--- src/sv/mexp_pkg.sv ---
// shared types, constants and microcode table for the modular exponentiation unit
package mexp_pkg;

  localparam int WIDTH_DEF = 32;
  localparam int IO_W      = 32;
  localparam int PC_W      = 4;

  typedef enum logic [2:0] {
    JMP_NONE,
    JMP_ALWAYS,
    JMP_MZERO,
    JMP_EZERO,
    JMP_EBIT_CLR
  } jmp_t;

  typedef enum logic [1:0] {
    MUL_NONE,
    MUL_REDUCE,
    MUL_ACC,
    MUL_SQR
  } mulop_t;

  typedef enum logic [1:0] {
    FIN_NONE,
    FIN_OK,
    FIN_ERR
  } fin_t;

  typedef enum logic [1:0] {
    SEQ_IDLE,
    SEQ_EXEC,
    SEQ_MWAIT,
    SEQ_DONE
  } seq_state_t;

  typedef struct packed {
    jmp_t            jmp;
    logic [PC_W-1:0] target;
    mulop_t          mul;
    logic            acc_one;
    logic            e_shift;
    fin_t            fin;
  } uword_t;

  typedef struct packed {
    logic   idle;
    logic   mul_start;
    mulop_t mul_op;
    logic   acc_one;
    logic   e_shift;
    logic   load_out;
    logic   err;
  } ctl_t;

  typedef struct packed {
    logic start;
    logic m_zero;
    logic e_zero;
    logic e_bit0;
    logic mul_done;
    logic out_free;
  } stat_t;

  localparam logic [PC_W-1:0] PC_CHK    = 4'd0;
  localparam logic [PC_W-1:0] PC_REDUCE = 4'd1;
  localparam logic [PC_W-1:0] PC_INIT   = 4'd2;
  localparam logic [PC_W-1:0] PC_LOOP   = 4'd3;
  localparam logic [PC_W-1:0] PC_TEST   = 4'd4;
  localparam logic [PC_W-1:0] PC_MUL    = 4'd5;
  localparam logic [PC_W-1:0] PC_SQR    = 4'd6;
  localparam logic [PC_W-1:0] PC_SHIFT  = 4'd7;
  localparam logic [PC_W-1:0] PC_FIN    = 4'd8;
  localparam logic [PC_W-1:0] PC_ERR    = 4'd9;

  function automatic uword_t uword(input jmp_t j, input logic [PC_W-1:0] t, input mulop_t m,
                                   input logic a1, input logic es, input fin_t f);
    uword_t w;
    w.jmp     = j;
    w.target  = t;
    w.mul     = m;
    w.acc_one = a1;
    w.e_shift = es;
    w.fin     = f;
    return w;
  endfunction

  // microcode program
  function automatic uword_t rom_word(input logic [PC_W-1:0] pc);
    uword_t w;
    case (pc)
      PC_CHK:    w = uword(JMP_MZERO,    PC_ERR,  MUL_NONE,   1'b0, 1'b0, FIN_NONE);
      PC_REDUCE: w = uword(JMP_NONE,     PC_CHK,  MUL_REDUCE, 1'b0, 1'b0, FIN_NONE);
      PC_INIT:   w = uword(JMP_NONE,     PC_CHK,  MUL_NONE,   1'b1, 1'b0, FIN_NONE);
      PC_LOOP:   w = uword(JMP_EZERO,    PC_FIN,  MUL_NONE,   1'b0, 1'b0, FIN_NONE);
      PC_TEST:   w = uword(JMP_EBIT_CLR, PC_SQR,  MUL_NONE,   1'b0, 1'b0, FIN_NONE);
      PC_MUL:    w = uword(JMP_NONE,     PC_CHK,  MUL_ACC,    1'b0, 1'b0, FIN_NONE);
      PC_SQR:    w = uword(JMP_NONE,     PC_CHK,  MUL_SQR,    1'b0, 1'b0, FIN_NONE);
      PC_SHIFT:  w = uword(JMP_ALWAYS,   PC_LOOP, MUL_NONE,   1'b0, 1'b1, FIN_NONE);
      PC_FIN:    w = uword(JMP_NONE,     PC_CHK,  MUL_NONE,   1'b0, 1'b0, FIN_OK);
      PC_ERR:    w = uword(JMP_NONE,     PC_CHK,  MUL_NONE,   1'b0, 1'b0, FIN_ERR);
      default:   w = uword(JMP_NONE,     PC_CHK,  MUL_NONE,   1'b0, 1'b0, FIN_ERR);
    endcase
    return w;
  endfunction

endpackage

--- src/sv/mexp_mulmod.sv ---
// shift-add modular multiplier, one multiplier bit per cycle
module mexp_mulmod #(
  parameter int WIDTH = mexp_pkg::WIDTH_DEF
) (
  input  logic             clk,
  input  logic             rst_n,
  input  logic             start,
  input  logic [WIDTH-1:0] x,
  input  logic [WIDTH-1:0] y,
  input  logic [WIDTH-1:0] m,
  output logic             done,
  output logic [WIDTH-1:0] result
);

  localparam int CNT_W = $clog2(WIDTH);

  logic             busy_r, busy_nxt;
  logic             done_r, done_nxt;
  logic [CNT_W-1:0] cnt_r, cnt_nxt;
  logic [WIDTH-1:0] r_r, r_nxt;
  logic [WIDTH-1:0] x_r, x_nxt;
  logic [WIDTH-1:0] y_r, y_nxt;
  logic [WIDTH-1:0] m_r, m_nxt;
  logic [WIDTH:0]   dbl, dbl_red, sum, sum_red;

  // r = 2r + bit*x, the doubling and the addition each kept below m with one conditional subtract
  always_comb begin
    dbl     = {r_r, 1'b0};
    dbl_red = (dbl >= {1'b0, m_r}) ? dbl - {1'b0, m_r} : dbl;
    sum     = {1'b0, dbl_red[WIDTH-1:0]} + (y_r[WIDTH-1] ? {1'b0, x_r} : '0);
    sum_red = (sum >= {1'b0, m_r}) ? sum - {1'b0, m_r} : sum;
  end

  always_comb begin
    busy_nxt = busy_r;
    done_nxt = 1'b0;
    cnt_nxt  = cnt_r;
    r_nxt    = r_r;
    x_nxt    = x_r;
    y_nxt    = y_r;
    m_nxt    = m_r;
    if (start) begin
      busy_nxt = 1'b1;
      cnt_nxt  = '0;
      r_nxt    = '0;
      x_nxt    = x;
      y_nxt    = y;
      m_nxt    = m;
    end else if (busy_r) begin
      r_nxt   = sum_red[WIDTH-1:0];
      y_nxt   = {y_r[WIDTH-2:0], 1'b0};
      cnt_nxt = cnt_r + 1'b1;
      if (cnt_r == CNT_W'(WIDTH - 1)) begin
        busy_nxt = 1'b0;
        done_nxt = 1'b1;
      end
    end
  end

  always_ff @(posedge clk) begin
    if (!rst_n) begin
      busy_r <= 1'b0;
      done_r <= 1'b0;
      cnt_r  <= '0;
    end else begin
      busy_r <= busy_nxt;
      done_r <= done_nxt;
      cnt_r  <= cnt_nxt;
    end
    r_r <= r_nxt;
    x_r <= x_nxt;
    y_r <= y_nxt;
    m_r <= m_nxt;
  end

  assign done   = done_r;
  assign result = r_r;

  a_done_after_busy : assert property (@(posedge clk) disable iff (!rst_n)
    done_r |-> $past(busy_r))
    else $error("multiplier done without a running operation");

  a_done_not_busy : assert property (@(posedge clk) disable iff (!rst_n)
    done_r |-> !busy_r)
    else $error("multiplier busy and done together");

  a_result_reduced : assert property (@(posedge clk) disable iff (!rst_n)
    done_r |-> (r_r < m_r))
    else $error("multiplier result not below modulus");

endmodule

--- src/sv/mexp_seq.sv ---
// microcode sequencer: step counter, control table and conditional jumps
module mexp_seq (
  input  logic            clk,
  input  logic            rst_n,
  input  mexp_pkg::stat_t stat,
  output mexp_pkg::ctl_t  ctl
);

  mexp_pkg::seq_state_t         state_r, state_nxt;
  logic [mexp_pkg::PC_W-1:0]    pc_r, pc_nxt;
  mexp_pkg::uword_t             w;
  logic                         taken;

  assign w = mexp_pkg::rom_word(pc_r);

  always_comb begin
    case (w.jmp)
      mexp_pkg::JMP_ALWAYS:   taken = 1'b1;
      mexp_pkg::JMP_MZERO:    taken = stat.m_zero;
      mexp_pkg::JMP_EZERO:    taken = stat.e_zero;
      mexp_pkg::JMP_EBIT_CLR: taken = !stat.e_bit0;
      default:                taken = 1'b0;
    endcase
  end

  // next state
  always_comb begin
    state_nxt = state_r;
    pc_nxt    = pc_r;
    case (state_r)
      mexp_pkg::SEQ_IDLE: begin
        if (stat.start) begin
          state_nxt = mexp_pkg::SEQ_EXEC;
          pc_nxt    = mexp_pkg::PC_CHK;
        end
      end
      mexp_pkg::SEQ_EXEC: begin
        if (w.fin != mexp_pkg::FIN_NONE) begin
          state_nxt = mexp_pkg::SEQ_DONE;
        end else begin
          if (w.mul != mexp_pkg::MUL_NONE) state_nxt = mexp_pkg::SEQ_MWAIT;
          pc_nxt = taken ? w.target : pc_r + 1'b1;
        end
      end
      mexp_pkg::SEQ_MWAIT: begin
        if (stat.mul_done) state_nxt = mexp_pkg::SEQ_EXEC;
      end
      mexp_pkg::SEQ_DONE: begin
        if (stat.out_free) state_nxt = mexp_pkg::SEQ_IDLE;
      end
      default: state_nxt = mexp_pkg::SEQ_IDLE;
    endcase
  end

  // outputs
  always_comb begin
    ctl = '0;
    ctl.mul_op = mexp_pkg::MUL_NONE;
    case (state_r)
      mexp_pkg::SEQ_IDLE: begin
        ctl.idle = 1'b1;
      end
      mexp_pkg::SEQ_EXEC: begin
        ctl.mul_start = (w.fin == mexp_pkg::FIN_NONE) && (w.mul != mexp_pkg::MUL_NONE);
        ctl.mul_op    = w.mul;
        ctl.acc_one   = w.acc_one;
        ctl.e_shift   = w.e_shift;
      end
      mexp_pkg::SEQ_DONE: begin
        ctl.load_out = stat.out_free;
        ctl.err      = (w.fin == mexp_pkg::FIN_ERR);
      end
      default: ctl.idle = 1'b0;
    endcase
  end

  always_ff @(posedge clk) begin
    if (!rst_n) begin
      state_r <= mexp_pkg::SEQ_IDLE;
      pc_r    <= mexp_pkg::PC_CHK;
    end else begin
      state_r <= state_nxt;
      pc_r    <= pc_nxt;
    end
  end

endmodule

--- src/sv/modular_exponentiation_unit.sv ---
// Computes base^exponent mod modulus by right-to-left square-and-multiply under microcode
// control. One item is worked on at a time; the next can be taken as soon as the result
// is in the output register. The time per item is set by the shared modular multiplier,
// which handles one multiplier bit per cycle, and by the work per item: a base reduction,
// then for each exponent bit up to the highest set one a square and, for a set bit, a
// multiply, plus the loop test, bit test and shift steps of the sequencer for each bit.
// Only the low WIDTH bits of each input are used.
module modular_exponentiation_unit #(
  parameter int WIDTH = mexp_pkg::WIDTH_DEF
) (
  input  logic                      clk,
  input  logic                      rst_n,
  input  logic                      in_valid,
  output logic                      in_stall,
  input  logic [mexp_pkg::IO_W-1:0] in_base_value,
  input  logic [mexp_pkg::IO_W-1:0] in_exponent,
  input  logic [mexp_pkg::IO_W-1:0] in_modulus,
  output logic                      out_valid,
  input  logic                      out_stall,
  output logic [mexp_pkg::IO_W-1:0] out_power_result,
  output logic                      out_zero_modulus_error
);

  mexp_pkg::ctl_t  ctl;
  mexp_pkg::stat_t stat;

  logic [WIDTH-1:0]          b_r, b_nxt;
  logic [WIDTH-1:0]          e_r, e_nxt;
  logic [WIDTH-1:0]          m_r, m_nxt;
  logic [WIDTH-1:0]          acc_r, acc_nxt;
  mexp_pkg::mulop_t          dest_r, dest_nxt;
  logic                      out_valid_r, out_valid_nxt;
  logic [mexp_pkg::IO_W-1:0] res_r, res_nxt;
  logic                      err_r, err_nxt;

  logic             in_take;
  logic [WIDTH-1:0] mul_x, mul_y, mul_res;
  logic             mul_done;

  assign in_stall = !ctl.idle;
  assign in_take  = in_valid && ctl.idle;

  always_comb begin
    stat.start    = in_take;
    stat.m_zero   = (m_r == '0);
    stat.e_zero   = (e_r == '0);
    stat.e_bit0   = e_r[0];
    stat.mul_done = mul_done;
    stat.out_free = !out_valid_r || !out_stall;
  end

  mexp_seq u_seq (
    .clk   (clk),
    .rst_n (rst_n),
    .stat  (stat),
    .ctl   (ctl)
  );

  always_comb begin
    case (ctl.mul_op)
      mexp_pkg::MUL_REDUCE: begin
        mul_x = WIDTH'(1);
        mul_y = b_r;
      end
      mexp_pkg::MUL_ACC: begin
        mul_x = b_r;
        mul_y = acc_r;
      end
      default: begin
        mul_x = b_r;
        mul_y = b_r;
      end
    endcase
  end

  mexp_mulmod #(.WIDTH(WIDTH)) u_mulmod (
    .clk    (clk),
    .rst_n  (rst_n),
    .start  (ctl.mul_start),
    .x      (mul_x),
    .y      (mul_y),
    .m      (m_r),
    .done   (mul_done),
    .result (mul_res)
  );

  always_comb begin
    b_nxt    = b_r;
    e_nxt    = e_r;
    m_nxt    = m_r;
    acc_nxt  = acc_r;
    dest_nxt = dest_r;
    if (in_take) begin
      b_nxt = in_base_value[WIDTH-1:0];
      e_nxt = in_exponent[WIDTH-1:0];
      m_nxt = in_modulus[WIDTH-1:0];
    end
    if (ctl.acc_one) acc_nxt = WIDTH'(1);
    if (ctl.e_shift) e_nxt = e_r >> 1;
    if (ctl.mul_start) dest_nxt = ctl.mul_op;
    if (mul_done) begin
      case (dest_r)
        mexp_pkg::MUL_ACC: acc_nxt = mul_res;
        default:           b_nxt   = mul_res;
      endcase
    end
  end

  always_comb begin
    out_valid_nxt = out_valid_r;
    res_nxt       = res_r;
    err_nxt       = err_r;
    if (out_valid_r && !out_stall) out_valid_nxt = 1'b0;
    if (ctl.load_out) begin
      out_valid_nxt = 1'b1;
      res_nxt       = ctl.err ? '0 : mexp_pkg::IO_W'(acc_r);
      err_nxt       = ctl.err;
    end
  end

  always_ff @(posedge clk) begin
    if (!rst_n) begin
      out_valid_r <= 1'b0;
      dest_r      <= mexp_pkg::MUL_NONE;
    end else begin
      out_valid_r <= out_valid_nxt;
      dest_r      <= dest_nxt;
    end
    b_r   <= b_nxt;
    e_r   <= e_nxt;
    m_r   <= m_nxt;
    acc_r <= acc_nxt;
    res_r <= res_nxt;
    err_r <= err_nxt;
  end

  assign out_valid              = out_valid_r;
  assign out_power_result       = res_r;
  assign out_zero_modulus_error = err_r;

  a_err_zero_result : assert property (@(posedge clk) disable iff (!rst_n)
    (out_valid_r && err_r) |-> (res_r == '0))
    else $error("error item with nonzero result");

  a_load_needs_room : assert property (@(posedge clk) disable iff (!rst_n)
    ctl.load_out |-> (!out_valid_r || !out_stall))
    else $error("result loaded over a waiting item");

  a_no_take_while_mul : assert property (@(posedge clk) disable iff (!rst_n)
    in_take |-> !ctl.mul_start)
    else $error("item taken while a product is being started");

endmodule

--- config.mk ---
export PLATFORM = sky130hd
export DESIGN_NAME = modular_exponentiation_unit
export DESIGN_NICKNAME = d
export VERILOG_FILES = /design/src/sv/mexp_pkg.sv /design/src/sv/mexp_mulmod.sv /design/src/sv/mexp_seq.sv /design/src/sv/modular_exponentiation_unit.sv
export SDC_FILE = /design/constraint.sdc
export NUM_CORES = 1
export LEC_CHECK = 0
export ABC_CLOCK_PERIOD_IN_PS = 13800
export BUFFER_PORTS_ARGS = -buffer_cell sky130_fd_sc_hd__buf_4
export CELL_PAD_IN_SITES_DETAIL_PLACEMENT = 1
export CELL_PAD_IN_SITES_GLOBAL_PLACEMENT = 2
export CORE_MARGIN = 2
export CORE_UTILIZATION = 43
export CTS_CLUSTER_DIAMETER = 150
export DETAILED_ROUTE_END_ITERATION = 8
export PLACE_DENSITY_LB_ADDON = 0.12
export SLEW_MARGIN = 15
export SYNTH_ARGS = -nofsm -noshare
export SYNTH_HDL_FRONTEND = slang
export SYNTH_SLANG_ARGS = --single-unit
--- constraint.sdc ---
create_clock -name clk -period 13.8 [get_ports clk]
set_clock_uncertainty 0.2 [all_clocks]
set_input_delay 0.69 -clock clk [delete_from_list [all_inputs] [get_ports clk]]
set_output_delay 0.69 -clock clk [all_outputs]
set_load 0.03 [all_outputs]
==> metrics.txt, run 1 <==
crit-path max FO=32; First-pass DRT Iterations=5; die footprint=0.0431 mm2; Tot GR Track Use=24.8%; Buf/Inv on CP=2; fraction of layout instances using a drive strength above 1=14.2%; clock transition at the registers of the reported paths=0.06 ns; initial antenna violation count=1; IO buf count=134; vias in the first global route=14600; die width=208 um; DRC=0; HP Class=in -> reg; Routed Antenna Nets=0; Most Crowded Layer GR=met2; Place WS=4.74 ns; worst setup margin=4.64 ns; top cell type's share of synthesized area=32.4%; Final period util=66.4%; CTS tree=built; met2 Use GR=43.5%; Post-Synth XOR/XNOR Area=3.98%; Synth Area in Compound Gates=16.0%; first-pass GRT wire length=84.0 mm; setup violators final=0; post-synthesis mux area share=9.48%; RSZ-0062 raised after global routing=no; hold depth=1; post-DP HPWL=40.1 mm; most common cell in the netlist=edfxtp_1; met1 GRT Util=31.3%; largest family of logic cells by synthesized area=compound AO/OA/AOI/OAI gates; Synth area leader=edfxtp_1; required time of the critical path=14.11 ns; post-CTS sizing=0; area grow syn2layout=15.3%; Reg2Reg Capture Point=u_mulmod.result[0]$_SDFFE_PP0P_; vias=13600; met3 Use GR=3.54%; I/O Pins=135; Setup Fix Bufs, Post-CTS=0; reg2reg setup slack=4.64 ns; via/cell ratio=5.67; slowest stage cell, crit path=o311a_2; routed wire length=53.1 mm; fmax=109 MHz; Clk Latency, worst-skew pair=0.58 ns; HP Start=in_modulus[30]; asr flop ratio synth=0%; WL/cell=22.0 um; area of the mapped netlist=0.0178 mm2; Setup crit start kind=flop; Top FF cell, synth=edfxtp_1; post-synthesis adder-cell area fraction=7.64%; CP delay by family, top=compound AO/OA/AOI/OAI gates; Inserted Clock Buffers=37; relative slew slack=28.0%; Clock Sink Count=316; CP Capture Type=flop; most used cell, CP=o21ai_1; Synth cell types=72; Seq cells post-synth=316; Critical Path AT=9.47 ns; Mapped Cells=1726; outcome=finished, final reports clean; Hold Buf Count CTS=0; RePlAce Congestion=0.892; Reg2Reg Depth=31; gr ovfl total=0; syn avg cell area=10.3 um2; Synth warnings=0; setup_tns=0 ns; clock buffer depth=3; Initial Utilization=43.6%; Setup CP Type=reg -> reg; H-tree depth=2; chip height=208 um; synth cell count leaders=edfxtp_1 (192), nand2_1 (137), dfxtp_1 (124), o21ai_0 (124), a21oi_1 (108); nets=2054; Final Hold Violating Endpoints=0; sequential share of the synthesized area=46.3%; ANT cells=0; drt first-iter violations=595; MaxCap Viol Count=0; pins over their slew limit=0; reg2reg start=u_mulmod.m_r[1]$_DFFE_PP_; number of enable flip-flop cells after synthesis=192; Core ar.=0.0408 mm2; min cycle time layout=9.16 ns; FP Rows=74; largest net degree at the start of global routing=72; syn_nets=1933; Hold EP=m_r[30]$_DFFE_PP_; Worst Tran Pin Value=1.07 ns; max incr delay on CP=0.61 ns; Area contributors post-synth=edfxtp_1 (32%), dfxtp_1 (14%), ha_1 (7.3%); clk root buf=clkbuf_16; Synth Area in Simple Gates=13.2%; fillcell total=4518
[registers in the layout, indices dropped and copies added, names as in the netlist]
name and cells:
acc_r 32, b_r 32, e_r 32, m_r 32, out_power_result 32, u_mulmod.m_r 32
u_mulmod.result 32, u_mulmod.x_r 32, u_mulmod.y_r 32, u_seq.w 11, u_mulmod.cnt_r 5, u_seq.pc_r 4
dest_r 2, u_seq.state_r 2, out_valid 1, out_zero_modulus_error 1, u_mulmod.busy_r 1, u_mulmod.done 1
[logic make-up after synthesis]
group | after synthesis
AOI/OAI and AO/OA | 445
DFF | 316
xor gates and xnor gates | 81
and+or+nand+nor | 465
muxes | 161
buffers and inverters | 151
adders and majority gates | 107
[worst max path at each step]
stage | from | endpoint | slack (ns) | depth (start not counted)
finish | u_mulmod.m_r[1]$_DFFE_PP_ | u_mulmod.result[0]$_SDFFE_PP0P_ | 4.64 | 31
global route | u_mulmod.m_r[1]$_DFFE_PP_ | u_mulmod.result[0]$_SDFFE_PP0P_ | 3.92 | 31
CTS | u_mulmod.m_r[1]$_DFFE_PP_ | u_mulmod.result[0]$_SDFFE_PP0P_ | 4.70 | 32
detailed placement | u_mulmod.m_r[1]$_DFFE_PP_ | u_mulmod.result[0]$_SDFFE_PP0P_ | 4.74 | 32
global placement | u_mulmod.m_r[1]$_DFFE_PP_ | u_mulmod.result[0]$_SDFFE_PP0P_ | 4.94 | 31
floorplan | u_mulmod.m_r[1]$_DFFE_PP_ | u_mulmod.result[14]$_SDFFE_PP0P_ | 6.57 | 34
[metrics by stage]
step / hold slack [ns] / utilization [%] / std cells / cell area (um2)
4_1_cts: 0.0611 / 50.3 / 2408 / 20500
6_report: 0.0895 / 50.3 / 2408 / 20500
3_5_place_dp: 0.236 / 47.4 / 2340 / 19400
3_3_place_gp: 0.228 / 47.4 / 2340 / 19400
5_1_grt: 0.0740 / 50.3 / 2408 / 20500
2_1_floorplan: 0.208 / - / 1726 / 17800
[layout by cell type (no fill, tap or decap), types with 31 or more instances in the layout]
cell,count
edfxtp_1,192
a21o_1,36
o21ai_0,123
ha_1,104
a22o_1,33
xnor2_1,55
inv_1,78
mux2_2,31
nand2_1,137
buf_4,153
clkbuf_16,38
nor2_1,80
nor2b_1,37
mux2_1,31
dfxtp_1,123
and2_1,75
mux2i_1,99
a21oi_1,106
[metal layers]
| metal | part of all wire [%] | vias up | wire length, um |
|---|---|---|---|
| met4 | 3.1 | 0 | 1650 |
| met3 | 3.2 | 88 | 1720 |
| li1 | - | 6575 | - |
| met2 | 49 | 226 | 26000 |
| met5 | 0 | - | 0 |
| met1 | 45 | 6760 | 23700 |
[cell type report]
class	instances	area (um2)	share of cell area, %
clock buffer	50	1020	4.95
clock inverter	18	154	0.749
inverter	80	300	1.46
multi-input combinational	1259	9010	43.9
sequential	316	8250	40.2
tap	532	666	3.24
timing repair buffer	153	1150	5.59
Power of run 1 is left out: the tool's default activity adds up to more than one toggle a clock period on the data nets, which glitch-free logic cannot reach.
==> run 2, diff against run 1 <==
- ABC_CLOCK_PERIOD_IN_PS: 13800 -> 7900
- CORE_UTILIZATION: 43 -> 36
- clock period: 13.8 -> 7.9 ns (I/O delays scaled with it)
==> run 2 against run 1 <==
Against the previous run: hold slack better by 0.15 ns; register-to-register slack worse by 4.3 ns; design area rose by 11%; critical endpoint is now u_mulmod.result[11]$_SDFFE_PP0P_.
==> metrics.txt, run 2 (same netlist as run 1, synthesis figures left out) <==
most used cell, CP=buf_4; DRC=0; Clk Latency, worst-skew pair=0.58 ns; min cycle time layout=7.53 ns; Place WS=-0.0992 ns; relative slew slack=28.1%; setup_tns=0 ns; largest net degree at the start of global routing=74; slowest stage cell, crit path=a2111oi_2; routed wire length=57.7 mm; Core ar.=0.0488 mm2; gr ovfl total=0; CP Capture Type=flop; die width=226 um; worst setup margin=0.366 ns; fraction of layout instances using a drive strength above 1=19.0%; placed insts=2543; RePlAce Congestion=0.842; fillcell total=5408; Reg2Reg Depth=34; drt first-iter violations=607; setup violators final=0; Inserted Clock Buffers=39; post-DP HPWL=42.4 mm; reg2reg setup slack=0.37 ns; WL/cell=21.2 um; Critical Path AT=7.75 ns; via/cell ratio=5.22; clk root buf=clkbuf_16; WHS=0.241 ns; CTS tree=built; I/O Pins=135; vias=14200; Setup CP Type=reg -> reg; pins over their slew limit=0; H-tree depth=2; CP Launch Point=u_mulmod.m_r[2]$_DFFE_PP_; reg2reg start=u_mulmod.m_r[2]$_DFFE_PP_; IO buf count=134; Reg2Reg Capture Point=u_mulmod.result[11]$_SDFFE_PP0P_; fmax=133 MHz; end of the critical path=u_mulmod.result[11]$_SDFFE_PP0P_; clock transition at the registers of the reported paths=0.06 ns; area grow syn2layout=27.6%; HP Class=reg -> reg; vias in the first global route=15300; Clock Sink Count=316; nets=2240; Routed Antenna Nets=0; Final Hold Violating Endpoints=0; Initial Utilization=36.5%; Layout Cells excl Fill=2728; required time of the critical path=8.12 ns; Setup crit start kind=flop; Final period util=95.4%; FP Rows=81; initial antenna violation count=1; die footprint=0.0513 mm2; First-pass DRT Iterations=5; clock buffer depth=3; Tot GR Track Use=22.8%; max incr delay on CP=0.40 ns; most frequent cells in the layout=buf_4 (232), edfxtp_1 (192), nand2_1 (136), dfxtp_1 (123), o21ai_0 (119); MaxCap Viol Count=0; ANT cells=0; outcome=finished, final reports clean; crit-path max FO=10; chip height=226 um; Worst Tran Pin Value=1.07 ns; first-pass GRT wire length=89.2 mm; leading cell type in the layout, fill and taps excluded=buf_4
==> run 2: cell types whose count changed in the layout (fill, tap and decap cells not counted), moves of 5 or more <==
cell / delta
dlygate4sd3_1: +100
buf_4: +79
ha_1: -6
ha_2: +5
nor2_1: -5
nor2_2: +5
==> run 2: worst min-delay path by stage <==
stage                                     start  slack (ns)  cells past startpoint                    endpoint
after detailed placement      m_r[25]$_DFFE_PP_        0.24                      0  u_mulmod.m_r[25]$_DFFE_PP_
after global routing      u_seq.w[2]$_SDFF_PP0_        0.25                      1        e_r[31]$_SDFFE_PP0P_
after global placement    u_seq.w[2]$_SDFF_PP0_        0.22                      1        e_r[31]$_SDFFE_PP0P_
final                     u_seq.w[2]$_SDFF_PP0_        0.24                      1        e_r[31]$_SDFFE_PP0P_
after floorplan           u_seq.w[2]$_SDFF_PP0_        0.21                      1        e_r[31]$_SDFFE_PP0P_
after CTS                 u_seq.w[2]$_SDFF_PP0_        0.25                      1        e_r[31]$_SDFFE_PP0P_
==> run 2: per-stage QoR <==
step / cell area, um2 / utilization, %
detailed placement: 20100 / 41.1
global route: 22700 / 46.5
floorplan: 17800 / -
CTS: 22500 / 46.1
finish: 22700 / 46.5
global placement: 20100 / 41.1
==> run 2: critical path, delay by kind of cell, from the launching register on <==
| family | cells | cell delay, ns |
|---|---|---|
| adders and majority gates | 3 | 0.94 |
| muxes | 2 | 0.55 |
| AOI/OAI and AO/OA | 15 | 3.39 |
| and+or+nand+nor | 7 | 0.79 |
| buffers and inverters | 6 | 0.99 |
| DFF | 1 | 0.35 |
| xor gates and xnor gates | 1 | 0.15 |
==> run 2: final cells by class <==
| type | instances | area [um2] | area share, % |
|---|---|---|---|
| timing repair buffer | 336 | 2830 | 12.4 |
| clock buffer | 49 | 1010 | 4.46 |
| inverter | 80 | 300 | 1.32 |
| sequential | 316 | 8250 | 36.3 |
| clock inverter | 23 | 290 | 1.28 |
| multi-input combinational | 1260 | 9220 | 40.6 |
| tap | 664 | 831 | 3.66 |
==> run 2: per-layer routing <==
| metal | GRT usage [%] | wire length (um) |
|---|---|---|
| met5 | 0 | 0 |
| met3 | 2.90 | 1710 |
| met1 | 29.2 | 26100 |
| met4 | 6.69 | 1400 |
| met2 | 40.1 | 28600 |
==> run 2: repair_timing <==
action,CTS,global route
gates resized for setup,15,36
setup buffers,1,10
hold endpoints to repair,105,0
endpoints found under the setup margin,30,32
pin swaps,4,24
hold buffers,100,0
gates cloned,2,0
Power of run 2 is left out for the same reason.
==> run 3, diff against run 2 <==
- ABC_CLOCK_PERIOD_IN_PS: 7900 -> unset
- CELL_PAD_IN_SITES_DETAIL_PLACEMENT: 1 -> unset
- CELL_PAD_IN_SITES_GLOBAL_PLACEMENT: 2 -> unset
- CORE_UTILIZATION: 36 -> 55
==> run 3 against run 2 <==
Against the previous run: global-route usage up 6.3 points; core utilization grew 23 points; non-clock buffer count shrank 34; critical path depth is 2 lower; final cell count shrank 11%; clock-buffer cell count is 1 lower; design area down 3.3%; via count shrank 0.26%.
==> metrics.txt, run 3 (same netlist as run 1, synthesis figures left out) <==
via/cell ratio=5.86; outcome=finished, final reports clean; ANT cells=0; CP Capture Type=flop; I/O Pins=135; Worst Tran Pin Value=1.01 ns; Setup CP Type=reg -> reg; First-pass DRT Iterations=5; fraction of layout instances using a drive strength above 1=17.1%; min cycle time layout=7.63 ns; MaxCap Viol Count=0; vias in the first global route=14100; IO buf count=134; fillcell total=2414; most frequent cells in the layout=buf_4 (201), edfxtp_1 (192), nand2_1 (137), o21ai_0 (122), dfxtp_1 (122); fmax=131 MHz; die footprint=0.0338 mm2; Final Hold Violating Endpoints=0; CTS tree=built; Sequential Area=0.00825 mm2; RePlAce Congestion=0.982; area grow syn2layout=23.4%; Final period util=96.6%; Multi-input gate area=0.00913 mm2; Initial Utilization=56.2%; H-tree depth=2; Inserted Clock Buffers=36; Clk Latency, worst-skew pair=0.53 ns; clock buffer depth=3; relative slew slack=31.9%; post-DP HPWL=34.0 mm; Routed Antenna Nets=0; Place WS=-0.0396 ns; drt first-iter violations=1002; WL/cell=20.2 um; Placed Area=0.0196 mm2; clock transition at the registers of the reported paths=0.06 ns; setup violators final=0; routed wire length=49.1 mm; first-pass GRT wire length=77.1 mm; worst setup margin=0.272 ns; nets=2202; die width=184 um; most used cell, CP=ha_1; crit-path max FO=14; vias=14200; pins over their slew limit=0; final instance area=0.0220 mm2; required time of the critical path=8.06 ns; clk root buf=clkbuf_16; slowest stage cell, crit path=a2111o_1; FP Rows=65; gr ovfl total=0; Clock Sink Count=316; Buf/Inv on CP=3; Setup crit start kind=flop; CP delay by family, top=compound AO/OA/AOI/OAI gates; initial antenna violation count=0; max incr delay on CP=0.45 ns; Tot GR Track Use=29.1%; WHS=0.0153 ns; chip height=184 um; Core ar.=0.0317 mm2; leading cell type in the layout, fill and taps excluded=buf_4; largest net degree at the start of global routing=72; Critical Path AT=7.79 ns; DRC=0; HP Class=in -> reg
==> run 3: metal layers <==
metal,GRT usage (%),vias to the layer above,share of wire [%]
li1,-,6886,-
met2,50.4,423,49
met1,38.0,6807,44
met5,0,-,0
met3,4.06,91,5.1
met4,8.48,0,2.7
==> run 3: layout make-up <==
cell class / count / area share (%)
Clock inverter: 17 / 1.16
Multi-Input combinational cell: 1259 / 41.5
Inverter: 80 / 1.37
Sequential cell: 316 / 37.5
Tap cell: 402 / 2.29
Clock buffer: 48 / 4.53
Timing Repair Buffer: 302 / 11.6
==> run 3: worst paths after layout <==
kind	start	to	slack, ns	cells past startpoint
worst min register to register	u_seq.w[2]$_SDFF_PP0_	e_r[31]$_SDFFE_PP0P_	0.24	1
worst min-delay path	in_base_value[25]	b_r[25]$_DFF_P_	0.02	3
worst max-delay path	u_mulmod.m_r[6]$_DFFE_PP_	u_mulmod.result[14]$_SDFFE_PP0P_	0.27	32
worst max register to register	u_mulmod.m_r[6]$_DFFE_PP_	u_mulmod.result[14]$_SDFFE_PP0P_	0.27	32
==> run 3: worst reg2reg max path: cells and delay by family, from the launching register on <==
| family | cells | cell delay [ns] |
|---|---|---|
| AOI/OAI and AO/OA | 20 | 4.14 |
| adders and majority gates | 3 | 1.01 |
| and+or+nand+nor | 4 | 0.78 |
| buffers and inverters | 3 | 0.46 |
| DFF | 1 | 0.36 |
| muxes | 1 | 0.32 |
| xor gates and xnor gates | 1 | 0.17 |
==> run 3: timing repair <==
item                                    CTS  global route
hold endpoints to repair                101             0
resized for setup                         4            25
hold buffers                             98             0
buffers inserted                          0             6
pin swaps                                 1            10
endpoints found under the setup margin   31            32
==> run 3: metrics by stage <==
step	std cells	util, %	setup TNS (ns)
after global routing	2424	69.3	-0.614
after CTS	2418	68.9	0
after floorplan	1726	-	0
after detailed placement	2255	61.7	-0.177
final	2424	69.3	0
after global placement	2255	61.7	0
Power of run 3 is left out for the same reason.
